File: src/rtl/mf3_pkg.sv
// Shared constants and types for the 3x3 median frame filter.
package mf3_pkg;

    localparam int COLS  = 8;
    localparam int ROWS  = 8;
    localparam int PIX_W = 8;
    localparam int COL_W = $clog2(COLS);
    localparam int ROW_W = $clog2(ROWS);
    localparam int K_W   = $clog2(COLS + 1);
    localparam int WIN_N = 9;

    typedef logic [PIX_W-1:0] pix_t;

    // 3x3 window, index row*3+col; row 0 is the oldest line, col 2 the newest word
    typedef pix_t [WIN_N-1:0] win_t;

    typedef struct packed {
        logic interior;
        logic frame_end;
    } ctl_t;

endpackage

File: src/rtl/mf3_if.sv
// Stream interfaces for the pixel input and the filtered result output.
interface mf3_pix_if;
    logic               valid;
    logic               ready;
    mf3_pkg::pix_t      pixel;

    modport source (output valid, output pixel, input ready);
    modport sink   (input valid, input pixel, output ready);
endinterface

interface mf3_res_if;
    logic               valid;
    logic               ready;
    mf3_pkg::pix_t      filtered;
    logic               frame_end;

    modport source (output valid, output filtered, output frame_end, input ready);
    modport sink   (input valid, input filtered, input frame_end, output ready);
endinterface

File: src/rtl/mf3_median.sv
// Pipelined median-of-nine sorting network with border bypass and output register.
module mf3_median (
    input  logic            clk,
    input  logic            rst_n,
    input  logic            in_valid,
    output logic            in_ready,
    input  mf3_pkg::win_t   in_win,
    input  mf3_pkg::ctl_t   in_ctl,
    output logic            out_valid,
    input  logic            out_ready,
    output mf3_pkg::pix_t   out_filtered,
    output logic            out_frame_end
);

    function automatic mf3_pkg::win_t cx(mf3_pkg::win_t v, int i, int j);
        mf3_pkg::win_t r;
        r = v;
        if (v[j] < v[i])
        begin
            r[i] = v[j];
            r[j] = v[i];
        end
        return r;
    endfunction

    logic           s2_valid_reg;
    mf3_pkg::win_t  s2_win_reg;
    mf3_pkg::ctl_t  s2_ctl_reg;
    mf3_pkg::pix_t  s2_center_reg;

    logic           s3_valid_reg;
    mf3_pkg::win_t  s3_win_reg;
    mf3_pkg::ctl_t  s3_ctl_reg;
    mf3_pkg::pix_t  s3_center_reg;

    logic           o_valid_reg;
    mf3_pkg::pix_t  o_pix_reg;
    logic           o_end_reg;

    mf3_pkg::win_t  net_a;
    mf3_pkg::win_t  net_b;
    mf3_pkg::win_t  net_c;
    logic           o_take;
    logic           s3_free;
    logic           s2_free;

    assign o_take   = !o_valid_reg || out_ready;
    assign s3_free  = !s3_valid_reg || o_take;
    assign s2_free  = !s2_valid_reg || s3_free;
    assign in_ready = s2_free;

    always_comb
    begin
        net_a = in_win;
        net_a = cx(net_a, 1, 2);
        net_a = cx(net_a, 4, 5);
        net_a = cx(net_a, 7, 8);
        net_a = cx(net_a, 0, 1);
        net_a = cx(net_a, 3, 4);
        net_a = cx(net_a, 6, 7);
        net_a = cx(net_a, 1, 2);
        net_a = cx(net_a, 4, 5);
        net_a = cx(net_a, 7, 8);
    end

    always_comb
    begin
        net_b = s2_win_reg;
        net_b = cx(net_b, 0, 3);
        net_b = cx(net_b, 5, 8);
        net_b = cx(net_b, 4, 7);
        net_b = cx(net_b, 3, 6);
        net_b = cx(net_b, 1, 4);
        net_b = cx(net_b, 2, 5);
        net_b = cx(net_b, 4, 7);
    end

    always_comb
    begin
        net_c = s3_win_reg;
        net_c = cx(net_c, 4, 2);
        net_c = cx(net_c, 6, 4);
        net_c = cx(net_c, 4, 2);
    end

    always_ff @(posedge clk or negedge rst_n)
    begin
        if (!rst_n)
        begin
            s2_valid_reg <= 1'b0;
            s3_valid_reg <= 1'b0;
            o_valid_reg  <= 1'b0;
        end
        else
        begin
            if (s2_free)
                s2_valid_reg <= in_valid;
            if (s3_free)
                s3_valid_reg <= s2_valid_reg;
            if (o_take)
                o_valid_reg <= s3_valid_reg;
        end
    end

    always_ff @(posedge clk)
    begin
        if (s2_free && in_valid)
        begin
            s2_win_reg    <= net_a;
            s2_ctl_reg    <= in_ctl;
            s2_center_reg <= in_win[4];
        end
        if (s3_free && s2_valid_reg)
        begin
            s3_win_reg    <= net_b;
            s3_ctl_reg    <= s2_ctl_reg;
            s3_center_reg <= s2_center_reg;
        end
        if (o_take && s3_valid_reg)
        begin
            o_pix_reg <= s3_ctl_reg.interior ? net_c[4] : s3_center_reg;
            o_end_reg <= s3_ctl_reg.frame_end;
        end
    end

    assign out_valid     = o_valid_reg;
    assign out_filtered  = o_pix_reg;
    assign out_frame_end = o_end_reg;

endmodule

File: src/rtl/median_filter_3x3_frame_core.sv
// Top level: 3x3 median filter over a raster-order frame, line store plus window.
//
//  channel   dir  handshake      payload
//  pixels    in   valid/ready    pixel[7:0]
//  results   out  valid/ready    filtered[7:0], frame_end
//
//  One input word per cycle while running and the pipeline is not stalled; the result
//  for pixel p reaches the output after word p+COLS+1 is taken, through two sort
//  stages and the output register behind the window register.
//  After the last word of a frame, COLS+1 trailing results are read back from the
//  line store one per cycle unless stalled; no input is taken during the readout.
//  Reset clears position and pipeline valids; line store contents are not cleared.
//  Output stalls back up through the pipeline registers; bubbles are squeezed out.
module median_filter_3x3_frame_core (
    input  logic        clk,
    input  logic        rst_n,
    mf3_pix_if.sink     pixels,
    mf3_res_if.source   results
);

    typedef enum logic {ST_RUN, ST_FLUSH} state_t;

    state_t                         state_reg;
    state_t                         state_next;
    logic [mf3_pkg::COL_W-1:0]      col_reg;
    logic [mf3_pkg::COL_W-1:0]      col_next;
    logic [mf3_pkg::ROW_W-1:0]      row_reg;
    logic [mf3_pkg::ROW_W-1:0]      row_next;
    logic [mf3_pkg::K_W-1:0]        k_reg;
    logic [mf3_pkg::K_W-1:0]        k_next;

    // per column: {pixel two lines up, pixel one line up}
    logic [2*mf3_pkg::PIX_W-1:0]    lb_mem [mf3_pkg::COLS];
    logic [2*mf3_pkg::PIX_W-1:0]    lb_rd_reg;
    logic [mf3_pkg::COL_W-1:0]      lb_addr;

    mf3_pkg::win_t                  win_reg;
    mf3_pkg::win_t                  win_next;
    logic                           s1_valid_reg;
    logic                           s1_valid_next;
    mf3_pkg::ctl_t                  s1_ctl_reg;
    mf3_pkg::ctl_t                  s1_ctl_next;

    logic                           med_ready;
    logic                           s1_free;
    logic                           acc;
    logic                           last_col;
    logic                           last_pix;
    logic                           emit;
    logic                           flush_load;
    logic                           flush_done;

    assign s1_free      = !s1_valid_reg || med_ready;
    assign pixels.ready = (state_reg == ST_RUN) && s1_free;
    assign acc          = pixels.valid && pixels.ready;
    assign last_col     = col_reg == mf3_pkg::COL_W'(mf3_pkg::COLS - 1);
    assign last_pix     = last_col && (row_reg == mf3_pkg::ROW_W'(mf3_pkg::ROWS - 1));
    assign emit         = (row_reg >= mf3_pkg::ROW_W'(2))
                       || ((row_reg == mf3_pkg::ROW_W'(1)) && (col_reg != '0));
    assign flush_load   = (state_reg == ST_FLUSH) && s1_free;
    assign flush_done   = k_reg == mf3_pkg::K_W'(mf3_pkg::COLS);

    always_comb
    begin
        state_next    = state_reg;
        col_next      = col_reg;
        row_next      = row_reg;
        k_next        = k_reg;
        win_next      = win_reg;
        s1_ctl_next   = s1_ctl_reg;
        s1_valid_next = s1_free ? 1'b0 : s1_valid_reg;

        case (state_reg)
            ST_RUN:
            begin
                lb_addr = col_reg;
                if (acc)
                begin
                    for (int r = 0; r < 3; r++)
                    begin
                        win_next[r*3+0] = win_reg[r*3+1];
                        win_next[r*3+1] = win_reg[r*3+2];
                    end
                    win_next[2] = lb_rd_reg[2*mf3_pkg::PIX_W-1:mf3_pkg::PIX_W];
                    win_next[5] = lb_rd_reg[mf3_pkg::PIX_W-1:0];
                    win_next[8] = pixels.pixel;
                    s1_valid_next         = emit;
                    s1_ctl_next.interior  = (row_reg >= mf3_pkg::ROW_W'(2))
                                         && (col_reg >= mf3_pkg::COL_W'(2));
                    s1_ctl_next.frame_end = 1'b0;
                    if (last_col)
                    begin
                        col_next = '0;
                        row_next = last_pix ? '0 : row_reg + mf3_pkg::ROW_W'(1);
                        lb_addr  = '0;
                    end
                    else
                    begin
                        col_next = col_reg + mf3_pkg::COL_W'(1);
                        lb_addr  = col_next;
                    end
                    if (last_pix)
                    begin
                        state_next = ST_FLUSH;
                        k_next     = '0;
                    end
                end
            end
            ST_FLUSH:
            begin
                lb_addr = (k_reg == '0) ? '0
                        : mf3_pkg::COL_W'(k_reg - mf3_pkg::K_W'(1));
                if (flush_load)
                begin
                    // first trailing word is the right edge of the line above
                    win_next[4] = (k_reg == '0) ? win_reg[5]
                                : lb_rd_reg[mf3_pkg::PIX_W-1:0];
                    s1_valid_next         = 1'b1;
                    s1_ctl_next.interior  = 1'b0;
                    s1_ctl_next.frame_end = flush_done;
                    if (flush_done)
                    begin
                        state_next = ST_RUN;
                        lb_addr    = '0;
                    end
                    else
                    begin
                        k_next  = k_reg + mf3_pkg::K_W'(1);
                        lb_addr = k_reg[mf3_pkg::COL_W-1:0];
                    end
                end
            end
            default:
            begin
                lb_addr    = col_reg;
                state_next = ST_RUN;
            end
        endcase
    end

    always_ff @(posedge clk or negedge rst_n)
    begin
        if (!rst_n)
        begin
            state_reg    <= ST_RUN;
            col_reg      <= '0;
            row_reg      <= '0;
            k_reg        <= '0;
            s1_valid_reg <= 1'b0;
        end
        else
        begin
            state_reg    <= state_next;
            col_reg      <= col_next;
            row_reg      <= row_next;
            k_reg        <= k_next;
            s1_valid_reg <= s1_valid_next;
        end
    end

    always_ff @(posedge clk)
    begin
        win_reg    <= win_next;
        s1_ctl_reg <= s1_ctl_next;
    end

    always_ff @(posedge clk)
    begin
        if (acc)
            lb_mem[col_reg] <= {lb_rd_reg[mf3_pkg::PIX_W-1:0], pixels.pixel};
        lb_rd_reg <= lb_mem[lb_addr];
    end

    mf3_median u_median (
        .clk           (clk),
        .rst_n         (rst_n),
        .in_valid      (s1_valid_reg),
        .in_ready      (med_ready),
        .in_win        (win_reg),
        .in_ctl        (s1_ctl_reg),
        .out_valid     (results.valid),
        .out_ready     (results.ready),
        .out_filtered  (results.filtered),
        .out_frame_end (results.frame_end)
    );

    a_last_to_flush: assert property (@(posedge clk) disable iff (!rst_n)
        acc && last_pix |=> (state_reg == ST_FLUSH) && (k_reg == '0))
        else $error("last word of frame did not start trailing readout");

    a_flush_end_mark: assert property (@(posedge clk) disable iff (!rst_n)
        flush_load && flush_done |=> s1_valid_reg && s1_ctl_reg.frame_end
            && (state_reg == ST_RUN) && (col_reg == '0) && (row_reg == '0))
        else $error("trailing readout did not end with frame mark and position zero");

    a_window_hold: assert property (@(posedge clk) disable iff (!rst_n)
        s1_valid_reg && !med_ready |=> $stable(win_reg) && $stable(s1_ctl_reg))
        else $error("window changed while its word was stalled");

    a_no_frame_end_on_run: assert property (@(posedge clk) disable iff (!rst_n)
        acc |=> !s1_ctl_reg.frame_end)
        else $error("frame mark set on a streamed word");

endmodule

File: src/flat_wrapper.sv
// flat-port wrapper written by rule: the top's interface ports become plain ports
module median_filter_3x3_frame_core_flat 
  (clk, rst_n, pixels_valid, pixels_pixel, pixels_ready, results_valid, results_filtered, results_frame_end, results_ready);
  mf3_pix_if pixels_i ();
  mf3_res_if results_i ();
  input  logic clk;
  input  logic rst_n;
  input wire logic [$bits(pixels_i.valid)-1:0] pixels_valid;
  input wire logic [$bits(pixels_i.pixel)-1:0] pixels_pixel;
  output wire logic [$bits(pixels_i.ready)-1:0] pixels_ready;
  output wire logic [$bits(results_i.valid)-1:0] results_valid;
  output wire logic [$bits(results_i.filtered)-1:0] results_filtered;
  output wire logic [$bits(results_i.frame_end)-1:0] results_frame_end;
  input wire logic [$bits(results_i.ready)-1:0] results_ready;
  assign pixels_i.valid = pixels_valid;
  assign pixels_i.pixel = pixels_pixel;
  assign pixels_ready = pixels_i.ready;
  assign results_valid = results_i.valid;
  assign results_filtered = results_i.filtered;
  assign results_frame_end = results_i.frame_end;
  assign results_i.ready = results_ready;
  median_filter_3x3_frame_core u_core (.clk(clk), .rst_n(rst_n), .pixels(pixels_i), .results(results_i));
endmodule
File: config.mk
export PLATFORM = sky130hd
export DESIGN_NAME = median_filter_3x3_frame_core_flat
export DESIGN_NICKNAME = d
export VERILOG_FILES = /design/src/rtl/mf3_pkg.sv /design/src/rtl/mf3_if.sv /design/src/rtl/mf3_median.sv /design/src/rtl/median_filter_3x3_frame_core.sv /design/src/flat_wrapper.sv
export SDC_FILE = /design/constraint.sdc
export NUM_CORES = 1
export LEC_CHECK = 0
export BUFFER_PORTS_ARGS = -buffer_cell sky130_fd_sc_hd__buf_4
export CELL_PAD_IN_SITES_DETAIL_PLACEMENT = 0
export CELL_PAD_IN_SITES_GLOBAL_PLACEMENT = 2
export CORE_MARGIN = 1.5
export CORE_UTILIZATION = 40
export CTS_BUF_LIST = sky130_fd_sc_hd__clkbuf_8
export CTS_CLUSTER_SIZE = 12
export DETAILED_ROUTE_END_ITERATION = 12
export PLACE_DENSITY = 0.84
export SKIP_LAST_GASP = 1
export SYNTH_ARGS = -nofsm -noshare
export SYNTH_HDL_FRONTEND = slang
export SYNTH_HIERARCHICAL = 1
export SYNTH_SLANG_ARGS = --single-unit
File: constraint.sdc
create_clock -name clk -period 11.15 [get_ports clk]
set_input_delay 3.345 -clock clk [delete_from_list [all_inputs] [get_ports clk]]
set_output_delay 3.345 -clock clk [all_outputs]
set_load 0.01 [all_outputs]
==> reports/qor.yml <==
die:
  core_mm2: 0.0465
  rows: 79
  die_h_um: 220
  die_w_um: 220
  start_util: 0.405
  die_area_mm2: 0.0484
  pin_count: 23
place:
  dp_slack_ns: 3.32
  dp.cells: 2160
  io_buffers: 22
  placed_area_mm2: 0.0197
  place_congestion: 0.827
  hpwl_mm: 29.0
yosys:
  ys_seq_elements: 358
  syn-cell-area_mm2: 0.0188
  ys.flop_type: "edfxtp_1"
  yosys_warnings: 6
  yosysTopAreaCell: "edfxtp_1"
  synth_top_cells_by_count: "edfxtp_1 (327), inv_1 (145), ha_1 (144), nand2_1 (118), mux2i_1 (103)"
  synth_area_leaders: "edfxtp_1 (52%), ha_1 (9.6%), mux2i_1 (5.5%)"
  ys_seq_area_frac: 0.558
  synth-edff-count: 327
  syn_nets: 1719
  synth_most_common_cell: "edfxtp_1"
  yosysTopAreaCellShare: 0.521
  avgSynthCellArea_um2: 12.0
  synth_cell_types: 68
  syn_inst: 1563
  synthArstFlopShare: 0.0419
cts:
  cts_tree: "done"
  cts.sinks: 358
  cts.htree.levels: 2
  cts_setup_buffers: 0
  ctsHoldBuffers: 0
  cts_buffers: 61
  clk_latency_ns: 0.67
  clkTransAtPathRegs_ns: 0.06
  clock-root-buffer: "clkbuf_8"
  postCtsResizedCells: 0
  cts.path.max_buffers: 3
global_routing:
  antenna_found_initial: 0
  grt_pass1_wl_mm: 63.8
  grt_usage: 0.172
  met2_usage: 0.287
  top_usage_layer: "met2"
  grt_max_degree: 83
  grt_overflow: 0
  grt_pass1_vias: 11600
  use_met1: 0.225
  met3_usage: 0.0259
timing:
  skew_ns: 0.0287
  slew-limit-headroom: 0.234
  drv_slew: 0
  fin_crit_sh: 0.702
  max_freq_mhz: 128
  period_needed_ns: 7.83
  setup_violations: 0
  tns_ns: 0
  rsz0062_at_grt: "no"
  hold_viol: 0
  tightestPinTransition_ns: 1.14
  worst_slack_ns: 3.32
worst_setup_path:
  required_ns: 7.81
  path_class: "in -> out"
  cp-start-kind: "input pin"
  path_cells: "buf_4 -> nor2b_1 -> nand3_1 -> nor2b_1 -> nor2_1 -> buf_4"
  critPathSlowestCell: "nor2b_1"
  crit_start: "results_ready"
  critPathMaxFanout: 7
  arrival_ns: 4.49
  r2r_start: "u_core/win_reg[33]"
  crit_family: "simple AND/OR/NAND/NOR gates"
  critical_path.endpoint_type: "output port"
  critical_path_buf_inv_count: 2
  critPathMaxStageDelay_ns: 0.43
flow_run:
  maxCapViolations: 0
detailed_routing:
  via_per_inst: 5.17
  firstDrtPassIters: 5
  post_drt_wl_per_cell_um: 17.8
  drtIter0Drc: 679
  vias: 11800
  wirelength_mm: 40.6
  drcViolationCount: 0
  ant_nets: 0
outcome:
  status: "complete, no violations"
finish:
  final_area_mm2: 0.0210
  drive_above_1_share: 0.139
  largest_reg_flops: 128
  fin_nets: 1772
  syn_to_final_growth_pct: 11.4
  finalNonFillerCells: 2274
hold_path:
  min-delay-start: "u_core/lb_rd_reg[11]"
  hold_class: "reg -> reg"
[worst reg2reg max path, stage by stage (launching register included)]
cell and delay (ns):
edfxtp_1 0.46, inv_1 0.09, ha_1 0.21, nor3b_1 0.19, o21ai_0 0.17, a21oi_2 0.14, buf_4 0.31, o21ai_0 0.25
ha_1 0.35, and4_1 0.25, o221ai_1 0.14, and2_1 0.22, a31oi_2 0.43, buf_4 0.32, nor2_1 0.06, a21oi_1 0.26
ha_1 0.21, and4_1 0.19, nand4_1 0.13, o211ai_1 0.85, buf_4 0.37, nor3_1 0.06, a31o_2 0.22, nor3_1 0.18
[logic make-up after synthesis]
kind of cell    synth area share
flops                      0.558
simple gates              0.0856
compound gates             0.113
buf+inv                   0.0432
mux                        0.102
fa+ha+maj                 0.0957
xor+xnor                 0.00233
[final cells by class]
cell class	instances	area, um^2
Fill cell	4248	25500
Sequential cell	358	10500
Multi-Input combinational cell	1006	7560
Clock buffer	68	936
Tap cell	607	759
Inverter	146	548
Clock inverter	45	334
Timing Repair Buffer	43	323
Antenna cell	1	2.50
[path summary, 6_finish.rpt]
path | slack, ns | to | cells past startpoint
max | 3.32 | pixels_ready | 6
min | 0.40 | u_core/win_reg[19] | 0
max reg2reg | 4.88 | u_core/u_median/s2_win_reg[32] | 23
min reg2reg | 0.40 | u_core/win_reg[19] | 0
max in group asynchronous | 8.43 | u_core/k_reg[2] | 1
min in group asynchronous | 2.52 | u_core/col_reg[1] | 1
[per-layer routing]
layer | share of wire | vias up
li1 | - | 5909
met1 | 0.46 | 5614
met2 | 0.48 | 174
met3 | 0.035 | 65
met4 | 0.026 | 0
met5 | 0 | -
[metrics by stage]
step	util	hold slack (ns)
CTS	0.451	0.401
global placement	0.424	0.387
global route	0.451	0.419
detailed placement	0.424	0.391
finish	0.451	0.400
floorplan	-	0.386
[placed cells by master, fill, tap and decap left out, types with 21 or more instances in the layout]
cell type / netlist / final
nor2_1: 100 / 100
mux2_2: 67 / 67
and2_1: 22 / 21
o21ai_0: 77 / 77
a211oi_1: 40 / 40
ha_1: 144 / 144
inv_1: 145 / 154
a21oi_1: 96 / 94
buf_4: 5 / 43
mux2i_1: 103 / 103
edfxtp_1: 327 / 327
nand2_1: 118 / 118
nor3_1: 25 / 21
clkbuf_8: 0 / 68
Power is not shown: default switching activity piles up to over one toggle a cycle in this logic, so the estimate is an artifact.
